**config.mk**
```make
export PLATFORM = sky130hd
export DESIGN_NAME = front_matter_boundary_finder_core
export DESIGN_NICKNAME = d
export VERILOG_FILES = /design/src/rtl/fmbf_pkg.sv /design/src/rtl/fmbf_scan.sv /design/src/rtl/front_matter_boundary_finder_core.sv
export SDC_FILE = /design/constraint.sdc
export NUM_CORES = 1
export LEC_CHECK = 0
export BUFFER_PORTS_ARGS = -buffer_cell sky130_fd_sc_hd__buf_2
export CORE_ASPECT_RATIO = 1.25
export CORE_MARGIN = 1
export CORE_UTILIZATION = 54
export DETAILED_ROUTE_END_ITERATION = 16
export PLACE_DENSITY_LB_ADDON = 0.15
export REMOVE_ABC_BUFFERS = 1
export SETUP_SLACK_MARGIN = 0.4
export SLEW_MARGIN = 20
export SYNTH_ARGS = -nofsm -noshare
export SYNTH_HDL_FRONTEND = slang
export SYNTH_SLANG_ARGS = --single-unit
```
**constraint.sdc**
```tcl
create_clock -name clk -period 2.14 [get_ports clk]
set_input_delay 0.214 -clock clk [delete_from_list [all_inputs] [get_ports clk]]
set_output_delay 0.214 -clock clk [all_outputs]
set_load 0.02 [all_outputs]
```
**src/rtl/fmbf_pkg.sv**
```systemverilog
`timescale 1ns / 1ps
// ----------------------------------------------------------------------------
// fmbf_pkg
// Shared widths, character codes and types for the front matter boundary
// finder.
// ----------------------------------------------------------------------------
package fmbf_pkg;

  // Byte position counter width (valid range 8 to 32)
  localparam int POSITION_BITS = 24;
  // Width of the reported body offset
  localparam int OFFSET_BITS   = 24;
  // Common width for comparing positions against the offset ceiling
  localparam int WIDE_BITS     = 33;
  localparam logic [OFFSET_BITS-1:0] OFFSET_MAX = '1;

  // Character codes
  localparam logic [7:0] CHAR_DASH = 8'h2D;
  localparam logic [7:0] CHAR_DOT  = 8'h2E;
  localparam logic [7:0] CHAR_LF   = 8'h0A;
  localparam logic [7:0] CHAR_CR   = 8'h0D;

  // Delimiter line length, and the value line length holds at
  localparam logic [2:0] DELIM_LEN = 3'd3;
  localparam logic [2:0] LEN_HOLD  = 3'd4;

  // One result beat
  typedef struct packed {
    logic                   has_front_matter;
    logic [OFFSET_BITS-1:0] body_offset;
    logic                   length_overflow;
  } result_t;

endpackage

```
**src/rtl/fmbf_scan.sv**
```systemverilog
`timescale 1ns / 1ps
// ----------------------------------------------------------------------------
// fmbf_scan
// Line splitter and delimiter tracker. Holds the parse state, advances it by
// one byte when step is high and forms the result for a final byte.
// ----------------------------------------------------------------------------
module fmbf_scan (
  input  logic                 clk,
  input  logic                 rst_n,
  input  logic                 step,
  input  logic [7:0]           text_byte,
  input  logic                 is_final,
  output fmbf_pkg::result_t    result
);

  localparam logic [1:0] PH_FIRST  = 2'd0;
  localparam logic [1:0] PH_SEARCH = 2'd1;
  localparam logic [1:0] PH_FOUND  = 2'd2;
  localparam logic [1:0] PH_NONE   = 2'd3;

  localparam int PB = fmbf_pkg::POSITION_BITS;
  localparam int WB = fmbf_pkg::WIDE_BITS;

  logic [1:0]    phase_r, phase_nxt;
  logic [2:0]    len_r, len_nxt;
  logic          dash_r, dash_nxt;
  logic          dot_r, dot_nxt;
  logic          cr_r, cr_nxt;
  logic [PB-1:0] pos_r, pos_nxt;
  logic [PB-1:0] body_r, body_nxt;
  logic          ovf_r, ovf_nxt;

  logic          is_term;
  logic          swallow;
  logic          at_max;
  logic [WB-1:0] body_wide;

  // Next state for one byte
  always_comb begin
    phase_nxt = phase_r;
    len_nxt   = len_r;
    dash_nxt  = dash_r;
    dot_nxt   = dot_r;
    cr_nxt    = 1'b0;
    body_nxt  = body_r;

    is_term = (text_byte == fmbf_pkg::CHAR_LF) || (text_byte == fmbf_pkg::CHAR_CR);
    swallow = cr_r && (text_byte == fmbf_pkg::CHAR_LF);

    // saturating byte counter
    at_max  = (pos_r == {PB{1'b1}});
    pos_nxt = at_max ? pos_r : pos_r + PB'(1);
    ovf_nxt = ovf_r | at_max;

    if (phase_r == PH_FOUND) begin
      // LF completing the closing line's CRLF moves the body one on
      if (swallow) begin
        body_nxt = pos_nxt;
      end
    end else if ((phase_r != PH_NONE) && !swallow) begin
      if (is_term) begin
        if (phase_r == PH_FIRST) begin
          phase_nxt = (len_r == fmbf_pkg::DELIM_LEN && dash_r) ? PH_SEARCH : PH_NONE;
        end else if (len_r == fmbf_pkg::DELIM_LEN && (dash_r || dot_r)) begin
          phase_nxt = PH_FOUND;
          body_nxt  = pos_nxt;
        end
        cr_nxt   = (text_byte == fmbf_pkg::CHAR_CR);
        len_nxt  = 3'd0;
        dash_nxt = 1'b1;
        dot_nxt  = 1'b1;
      end else begin
        dash_nxt = dash_r && (text_byte == fmbf_pkg::CHAR_DASH);
        dot_nxt  = dot_r && (text_byte == fmbf_pkg::CHAR_DOT);
        len_nxt  = (len_r < fmbf_pkg::LEN_HOLD) ? len_r + 3'd1 : len_r;
        // unterminated closing line on the final byte
        if (is_final && phase_r == PH_SEARCH &&
            len_nxt == fmbf_pkg::DELIM_LEN && (dash_nxt || dot_nxt)) begin
          phase_nxt = PH_FOUND;
          body_nxt  = pos_nxt;
        end
      end
    end
  end

  // Result from the updated state, offset clamped to the output width
  always_comb begin
    body_wide               = WB'(body_nxt);
    result.has_front_matter = (phase_nxt == PH_FOUND);
    result.length_overflow  = ovf_nxt;
    if (phase_nxt != PH_FOUND) begin
      result.body_offset = '0;
    end else if (body_wide > WB'(fmbf_pkg::OFFSET_MAX)) begin
      result.body_offset = fmbf_pkg::OFFSET_MAX;
    end else begin
      result.body_offset = fmbf_pkg::OFFSET_BITS'(body_wide);
    end
  end

  // State registers; everything clears after the final byte
  always_ff @(posedge clk) begin
    if (!rst_n || (step && is_final)) begin
      phase_r <= PH_FIRST;
      len_r   <= 3'd0;
      dash_r  <= 1'b1;
      dot_r   <= 1'b1;
      cr_r    <= 1'b0;
      pos_r   <= '0;
      body_r  <= '0;
      ovf_r   <= 1'b0;
    end else if (step) begin
      phase_r <= phase_nxt;
      len_r   <= len_nxt;
      dash_r  <= dash_nxt;
      dot_r   <= dot_nxt;
      cr_r    <= cr_nxt;
      pos_r   <= pos_nxt;
      body_r  <= body_nxt;
      ovf_r   <= ovf_nxt;
    end
  end

endmodule

```
**src/rtl/front_matter_boundary_finder_core.sv**
```systemverilog
`timescale 1ns / 1ps
// ----------------------------------------------------------------------------
// front_matter_boundary_finder_core
// Finds the end of a "---" front matter block in a byte stream and reports
// the body offset once per document.
//
//   channel   ports                               beat
//   --------  ----------------------------------  ---------------------------
//   in        in_valid/in_ready, in_text_byte,    one document byte
//             in_is_final
//   out       out_valid/out_ready,                one result per document
//             out_has_front_matter,
//             out_body_offset, out_length_overflow
//
// One byte per cycle sustained while no stalled result holds back a final
// byte; a final byte passes through the input register, then the scan logic
// loads the result register, which raises the result beat.
// Synchronous active-low reset clears the pipeline and the parse state.
// A stalled result only holds back a final byte waiting in the input
// register; ordinary bytes keep flowing while a result waits.
// ----------------------------------------------------------------------------
module front_matter_boundary_finder_core (
  input  logic                             clk,
  input  logic                             rst_n,
  input  logic                             in_valid,
  output logic                             in_ready,
  input  logic [7:0]                       in_text_byte,
  input  logic                             in_is_final,
  output logic                             out_valid,
  input  logic                             out_ready,
  output logic                             out_has_front_matter,
  output logic [fmbf_pkg::OFFSET_BITS-1:0] out_body_offset,
  output logic                             out_length_overflow
);

  logic              in_vld_r, in_vld_nxt;
  logic [7:0]        in_byte_r;
  logic              in_final_r;
  logic              out_vld_r, out_vld_nxt;
  fmbf_pkg::result_t res_r;
  fmbf_pkg::result_t scan_res;
  logic              out_stall;
  logic              proc_fire;
  logic              out_load;

  // Stage handshakes
  assign out_stall  = out_vld_r && !out_ready;
  assign proc_fire  = in_vld_r && (!in_final_r || !out_stall);
  assign out_load   = proc_fire && in_final_r;
  assign in_ready   = !in_vld_r || proc_fire;
  assign in_vld_nxt = (in_valid && in_ready) || (in_vld_r && !proc_fire);
  assign out_vld_nxt = out_load || out_stall;

  // Input register
  always_ff @(posedge clk) begin
    if (!rst_n) begin
      in_vld_r <= 1'b0;
    end else begin
      in_vld_r <= in_vld_nxt;
    end
  end

  always_ff @(posedge clk) begin
    if (in_valid && in_ready) begin
      in_byte_r  <= in_text_byte;
      in_final_r <= in_is_final;
    end
  end

  // Parse state and result forming
  fmbf_scan u_scan (
    .clk       (clk),
    .rst_n     (rst_n),
    .step      (proc_fire),
    .text_byte (in_byte_r),
    .is_final  (in_final_r),
    .result    (scan_res)
  );

  // Result register
  always_ff @(posedge clk) begin
    if (!rst_n) begin
      out_vld_r <= 1'b0;
    end else begin
      out_vld_r <= out_vld_nxt;
    end
  end

  always_ff @(posedge clk) begin
    if (out_load) begin
      res_r <= scan_res;
    end
  end

  assign out_valid            = out_vld_r;
  assign out_has_front_matter = res_r.has_front_matter;
  assign out_body_offset      = res_r.body_offset;
  assign out_length_overflow  = res_r.length_overflow;

  // Only a final byte facing a stalled result may block the input
  a_block_only_on_final: assert property (@(posedge clk) disable iff (!rst_n)
    !in_ready |-> (in_vld_r && in_final_r && out_stall))
    else $error("input blocked without a pending final byte");

  // No front matter always reports a zero offset
  a_zero_offset: assert property (@(posedge clk) disable iff (!rst_n)
    out_vld_r |-> (res_r.has_front_matter || res_r.body_offset == '0))
    else $error("non-zero offset without front matter");

  // A non-final byte never creates a result beat
  a_no_spurious_result: assert property (@(posedge clk) disable iff (!rst_n)
    (proc_fire && !in_final_r && !out_vld_r) |=> !out_vld_r)
    else $error("result raised by a non-final byte");

endmodule

```
Word level (Yosys, flattened, before mapping)
Cells that the tools add are included.
{"block": "word_totals", "output_inout_bits": 28, "in_bits": 13, "ff_bits": 94, "elab_cells": 85}
{"block": "classes", "magnitude_cmp": 1, "n_mux": 22, "bitwise": 2, "n_reduce_logical": 31, "addsub": 2, "eq_ne": 12}
{"cell": "$mux 24", "n": 8}
{"cell": "$add 24x1->24 const B", "n": 1}
{"cell": "$eq 24x24->1 const B", "n": 1}
{"cell": "$eq 8x4->1 const B", "n": 2}
{"cell": "$eq 8x6->1 const B", "n": 2}
{"cell": "$logic_and 1x1->1", "n": 14}
{"cell": "$mux 2", "n": 7}
{"cell": "$logic_or 1x1->1", "n": 8}
{"cell": "$logic_not 1->1", "n": 7}
{"cell": "$eq 3x2->1 const B", "n": 2}
{"cell": "$mux 3", "n": 2}
{"cell": "$mux 1", "n": 5}
{"cell": "$eq 2x2->1 const B", "n": 2}
{"cell": "$ne 2x2->1 const B", "n": 2}
{"cell": "$add 3x1->3 const B", "n": 1}
{"cell": "$lt 3x3->1 const B", "n": 1}
{"cell": "$reduce_and 3->1", "n": 1}
{"cell": "$eq 2x1->1 const B", "n": 1}
{"cell": "$logic_not 2->1", "n": 1}
{"cell": "$not 1->1", "n": 1}
{"cell": "$or 1x1->1", "n": 1}

Longest topological paths before layout
{"block": "depth", "depth_word": 10, "ltp_mapped": 9, "ltp_nobuf": 7}

Cells and area by module
A second synthesis with hierarchy kept.
{"block": "hier_totals", "cells_unflattened": 455, "hier_area_um2": 4534.3}
{"mod": "fmbf_scan", "cells_each": 408, "instances": 1, "area_per_inst_um2": 3367.0, "seq_area_each_um2": 1141.1}
{"mod": "front_matter_boundary_finder_core", "cells_each": 47, "instances": 1, "area_per_inst_um2": 1167.4, "seq_area_each_um2": 1091.0}

Worst setup path before layout
No wires, ideal clock.
{"block": "synth_path", "kind": "register -> register", "from": "register u_scan.pos_r[0]", "to": "register res_r (netlist bit out_body_offset[21]), data pin", "setup_time_ns": 0.278, "arrival_time_ns": 1.927, "stages_incl_launch_ff": 9, "path_slack_ns": -0.065, "path_cell_list": "dfxtp_1 -> ha_1 -> and4_1 -> buf_2 -> nand4_2 -> o2111ai_2 -> nor2_1 -> xnor2_1 -> a211oi_1"}
{"block": "synth_between", "elab_chain_cells": 7}
{"item": "start: declaration", "line_no": "fmbf_scan.sv:29", "text": "logic [PB-1:0] pos_r, pos_nxt;"}
{"item": "start signal: assignment", "line_no": "fmbf_scan.sv:117", "text": "pos_r <= pos_nxt;"}
{"item": "$add 24x1->24 or $eq 24x24->1 (tied branches)", "line_no": "fmbf_scan.sv:52, fmbf_scan.sv:51"}
{"item": "$mux 24 (*)", "line_no": "fmbf_scan.sv:52", "text": "pos_nxt = at_max ? pos_r : pos_r + PB'(1);"}
{"item": "$mux 24", "line_no": "fmbf_scan.sv:64", "text": "end else if (len_r == fmbf_pkg::DELIM_LEN && (dash_r || dot_r)) begin"}
{"item": "$mux 24", "line_no": "fmbf_scan.sv:62", "text": "if (phase_r == PH_FIRST) begin"}
{"item": "$mux 24", "line_no": "fmbf_scan.sv:61", "text": "if (is_term) begin"}
{"item": "$mux 24", "line_no": "fmbf_scan.sv:60", "text": "end else if ((phase_r != PH_NONE) && !swallow) begin"}
{"item": "$mux 24 (*)", "line_no": "fmbf_scan.sv:55", "text": "if (phase_r == PH_FOUND) begin"}
{"item": "end signal: assignment", "line_no": "front_matter_boundary_finder_core.sv:91", "text": "res_r <= scan_res;"}
{"item": "end: declaration", "line_no": "front_matter_boundary_finder_core.sv:40", "text": "fmbf_pkg::result_t res_r;"}
Mark *: on every way between the ends. The rest lies on a longest branch, timed or not.
A chain may end at the register's enable or synchronous reset.

Final worst setup path
{"block": "layout_path", "from": "register in_byte_r[4]", "to": "register res_r (netlist bit out_body_offset[20]), data pin"}
{"block": "layout_between", "elab_chain_cells": 9}
{"item": "start: declaration", "line_no": "front_matter_boundary_finder_core.sv:37", "text": "logic [7:0] in_byte_r;"}
{"item": "start signal: assignment", "line_no": "front_matter_boundary_finder_core.sv:65", "text": "in_byte_r <= in_text_byte;"}
{"item": "$eq 8x6->1, on equally long branches", "line_no": "fmbf_scan.sv:73, fmbf_scan.sv:74"}
{"item": "$logic_and 1x1->1, on equally long branches", "line_no": "fmbf_scan.sv:73, fmbf_scan.sv:74"}
{"item": "$logic_or 1x1->1", "line_no": "fmbf_scan.sv:78", "text": "len_nxt == fmbf_pkg::DELIM_LEN && (dash_nxt || dot_nxt)) begin"}
{"item": "$logic_and 1x1->1", "line_no": "fmbf_scan.sv:78"}
{"item": "$mux 2", "line_no": "fmbf_scan.sv:77", "text": "if (is_final && phase_r == PH_SEARCH &&"}
{"item": "$mux 2", "line_no": "fmbf_scan.sv:61"}
{"item": "$mux 2", "line_no": "fmbf_scan.sv:60"}
{"item": "$mux 2", "line_no": "fmbf_scan.sv:55"}
{"item": "$ne 2x2->1", "line_no": "fmbf_scan.sv:91", "text": "if (phase_nxt != PH_FOUND) begin"}
Several ways; a longest one is shown, not always the timed one.

==> results_dict.tcl <==
set metrics [dict create \
    drc 0 \
    holdWs_ps 16.2 \
    synth-seq-area-share 0.480 \
    synthArstFlopShare 0 \
    vias 4215 \
    antenna_found_initial 0 \
    cp_max_fo 25 \
    post-route-period-util 1.03 \
    grtUsageTotal 0.268 \
    cts_max_level 3 \
    syn_area_sq_mm 0.00465 \
    pre_cts_ws_ps -80.3 \
    syn2layout_area_growth_pct 35.2 \
    n_antenna_cell 0 \
    clockBufferDepth 2 \
    synthFlopType "dfxtp_1" \
    synth_area_leaders "dfxtp_1, edfxtp_1, nor2_1" \
    cts-root-buf "clkbuf_8" \
    hp-class "input port to flip-flop" \
    synth_cell_types 61 \
    p_total_mw 3.43 \
    netSwitchingFraction 0.237 \
    layout_setup_ws_ps -71.8 \
    cp-end-kind "flip-flop" \
    arrival_ps 2330 \
    internal_power_mw 2.62 \
    core-area_sq_mm 0.00829 \
    clock_latency_ps 380 \
    globalRouteOverflowTotal 0 \
    cts_tree "done" \
    synth_top_cell_area_share 0.254 \
    drt-initial-drc-count 334 \
    yosys_warnings 0 \
    peakVddDrop_mv 0.292 \
    firstDrtPassIters 5 \
    fin_crit_ps 2210 \
    grt_pass1_wl_um 18900 \
    io_pins 41 \
    worstHoldStart "in_text_byte[5]" \
    initial_core_util 0.562 \
    hpwl_um 7590 \
    die_h_um 106 \
    slew_headroom 0.722 \
    synth_top_cell_by_area "dfxtp_1" \
    grt_pass1_vias 3941 \
    ys_ff_latch 94 \
    setup-violations-final 25 \
    p_comb_frac 0.062 \
    violations "setup timing" \
    synth_common_cells "nor2_1, dfxtp_1, nand2_1" \
    syn_inst 490 \
    via_per_inst 6.11 \
    place_congestion 0.859 \
    critPathKind "flip-flop to flip-flop" \
    finalHoldViolations 0 \
    syn_avg_cell_area_sq_um 9.50 \
    rsz0062_at_grt "true" \
    power_density_mw_per_mm2 545 \
    fmax_ghz 0.452 \
    wl_um 12700 \
    r2r-start "in_byte_r[4]" \
    rows 37 \
    finalInstanceArea_sq_mm 0.00629 \
    cts.hold.buffers_added 0 \
    required_ps 2260 \
    seqPwrFrac 0.553 \
    skew_ps 13.9 \
    route.detailed.wl_per_inst_um 18.4 \
    drive_gt1_frac 0.420 \
    startpoint "in_byte_r[4]" \
    ant_nets 0 \
    reg2reg_slack_ps -70 \
    nets 603 \
    critical_path.startpoint_type "flip-flop" \
    numCtsBuffers 9 \
    synth_edf_count 35 \
    leakage_nw 2.23 \
    cap_violations 0 \
    portBuffers 40 \
    die-area_sq_mm 0.00899 \
    worstMarginPinSlew_ps 415 \
    run_status "finished with violations" \
    clkTransAtPathRegs_ps 90 \
    cts_sinks 94 \
    fp.dieW_um 85.0 \
    pwr-share-clk 0.385 \
    netSwitchingPower_mw 0.814 \
    grt_start_max_net_pins 54 \
    placed_cell_area_sq_mm 0.00531 \
    maxSlewViolCount 0 \
    yosysMostFrequentCell "nor2_1" \
]
-- layout make-up --
| cell class | instances | area [sq um] |
|---|---|---|
| multi-input cells | 356 | 2710 |
| inverters | 6 | 22.5 |
| well taps | 97 | 121 |
| repair buffers | 121 | 961 |
| fillers | 522 | 1990 |
| clock buffers | 10 | 128 |
| clock inverters | 6 | 93.8 |
| flip-flops and latches | 94 | 2250 |
-- final timing paths --
kind | to | cells after the start
max | out_body_offset[20] | 8
min | in_byte_r[5] | 1
max reg2reg | out_body_offset[20] | 8
min reg2reg | u_scan.len_r[1] | 2
-- logic make-up (layout without fill, tap and decap cells) --
family | after synthesis | in the layout | share of synthesized area
xor+xnor | 36 | 36 | 0.0678
fa+ha+maj | 2 | 2 | 0.00538
mux | 4 | 4 | 0.00914
buf+inv | 40 | 143 | 0.0419
compound gates | 114 | 114 | 0.176
flops | 94 | 94 | 0.480
simple gates | 200 | 200 | 0.220
-- critical path, stage by stage (launching register included) --
cell and delay [ps]:
edfxtp_1 460, nor4_4 370, buf_4 210, buf_4 120, a31oi_1 90, a211o_1 290
o311ai_2 110, buf_12 230, nor3_1 70
-- metrics by stage --
stage | instances | utilization | TNS (ps)
after CTS | 678 | 0.714 | -587
after floorplan | 456 | - | -84180
after global routing | 690 | 0.759 | -4770
final | 690 | 0.759 | -1330
after global placement | 652 | 0.641 | -124
after detailed placement | 652 | 0.641 | -450
-- routing by layer --
layer / part of all wire / vias up / GRT usage
li1: - / 1994 / -
met1: 0.43 / 2036 / 0.339
met2: 0.51 / 161 / 0.463
met3: 0.044 / 24 / 0.0305
met4: 0.020 / 0 / 0.114
met5: 0 / - / 0
-- power by group through the flow --
| stage | logic (mW) | registers (mW) | clock network [mW] |
|---|---|---|---|
| 2_1_floorplan | 0.0801 | 1.95 | 0 |
| 3_3_place_gp | 0.181 | 1.94 | 0 |
| 3_5_place_dp | 0.183 | 1.94 | 0 |
| 4_1_cts | 0.199 | 1.90 | 1.33 |
| 5_1_grt | 0.228 | 1.90 | 1.39 |
| 6_report | 0.212 | 1.90 | 1.32 |
-- repair_timing --
action	CTS	global route
pin swaps	16	19
resized for setup	67	64
endpoints found under the setup margin	78	101
cloned	1	2
setup buffers	9	10
-- state kept, by name, summed over array words and instances (netlist names), 2 cells and up --
| signal | flops |
|---|---|
| out_body_offset | 24 |
| u_scan.phase_r | 2 |
| in_byte_r | 8 |
| u_scan.body_r | 24 |
| u_scan.pos_r | 24 |
| u_scan.len_r | 3 |
-- cells in the final DEF (no fill, tap or decap), types with 4 or more instances in the layout --
| master | Yosys | routed |
|---|---|---|
| a211oi_1 | 19 | 12 |
| a211oi_2 | 1 | 7 |
| a21oi_1 | 29 | 20 |
| a21oi_2 | 1 | 10 |
| a31o_2 | 10 | 10 |
| a31oi_1 | 5 | 4 |
| and3_1 | 8 | 7 |
| and4_4 | 0 | 5 |
| buf_12 | 0 | 5 |
| buf_2 | 9 | 40 |
| buf_4 | 3 | 60 |
| buf_6 | 3 | 14 |
| clkbuf_8 | 0 | 9 |
| dfxtp_1 | 59 | 48 |
| dfxtp_2 | 0 | 8 |
| edfxtp_1 | 35 | 35 |
| inv_1 | 6 | 6 |
| nand2_1 | 39 | 38 |
| nand3_1 | 25 | 16 |
| nand3_2 | 0 | 7 |
| nand4_1 | 8 | 8 |
| nor2_1 | 63 | 54 |
| nor2_2 | 0 | 8 |
| nor3_1 | 11 | 7 |
| nor3_2 | 0 | 4 |
| nor4_2 | 0 | 4 |
| nor4_4 | 1 | 8 |
| o211ai_1 | 8 | 8 |
| o21ai_0 | 16 | 12 |
| o31ai_1 | 5 | 5 |
| xnor2_1 | 23 | 19 |
| xnor2_2 | 0 | 4 |
| xor2_1 | 13 | 12 |
Power figures use the tool's default switching activity.
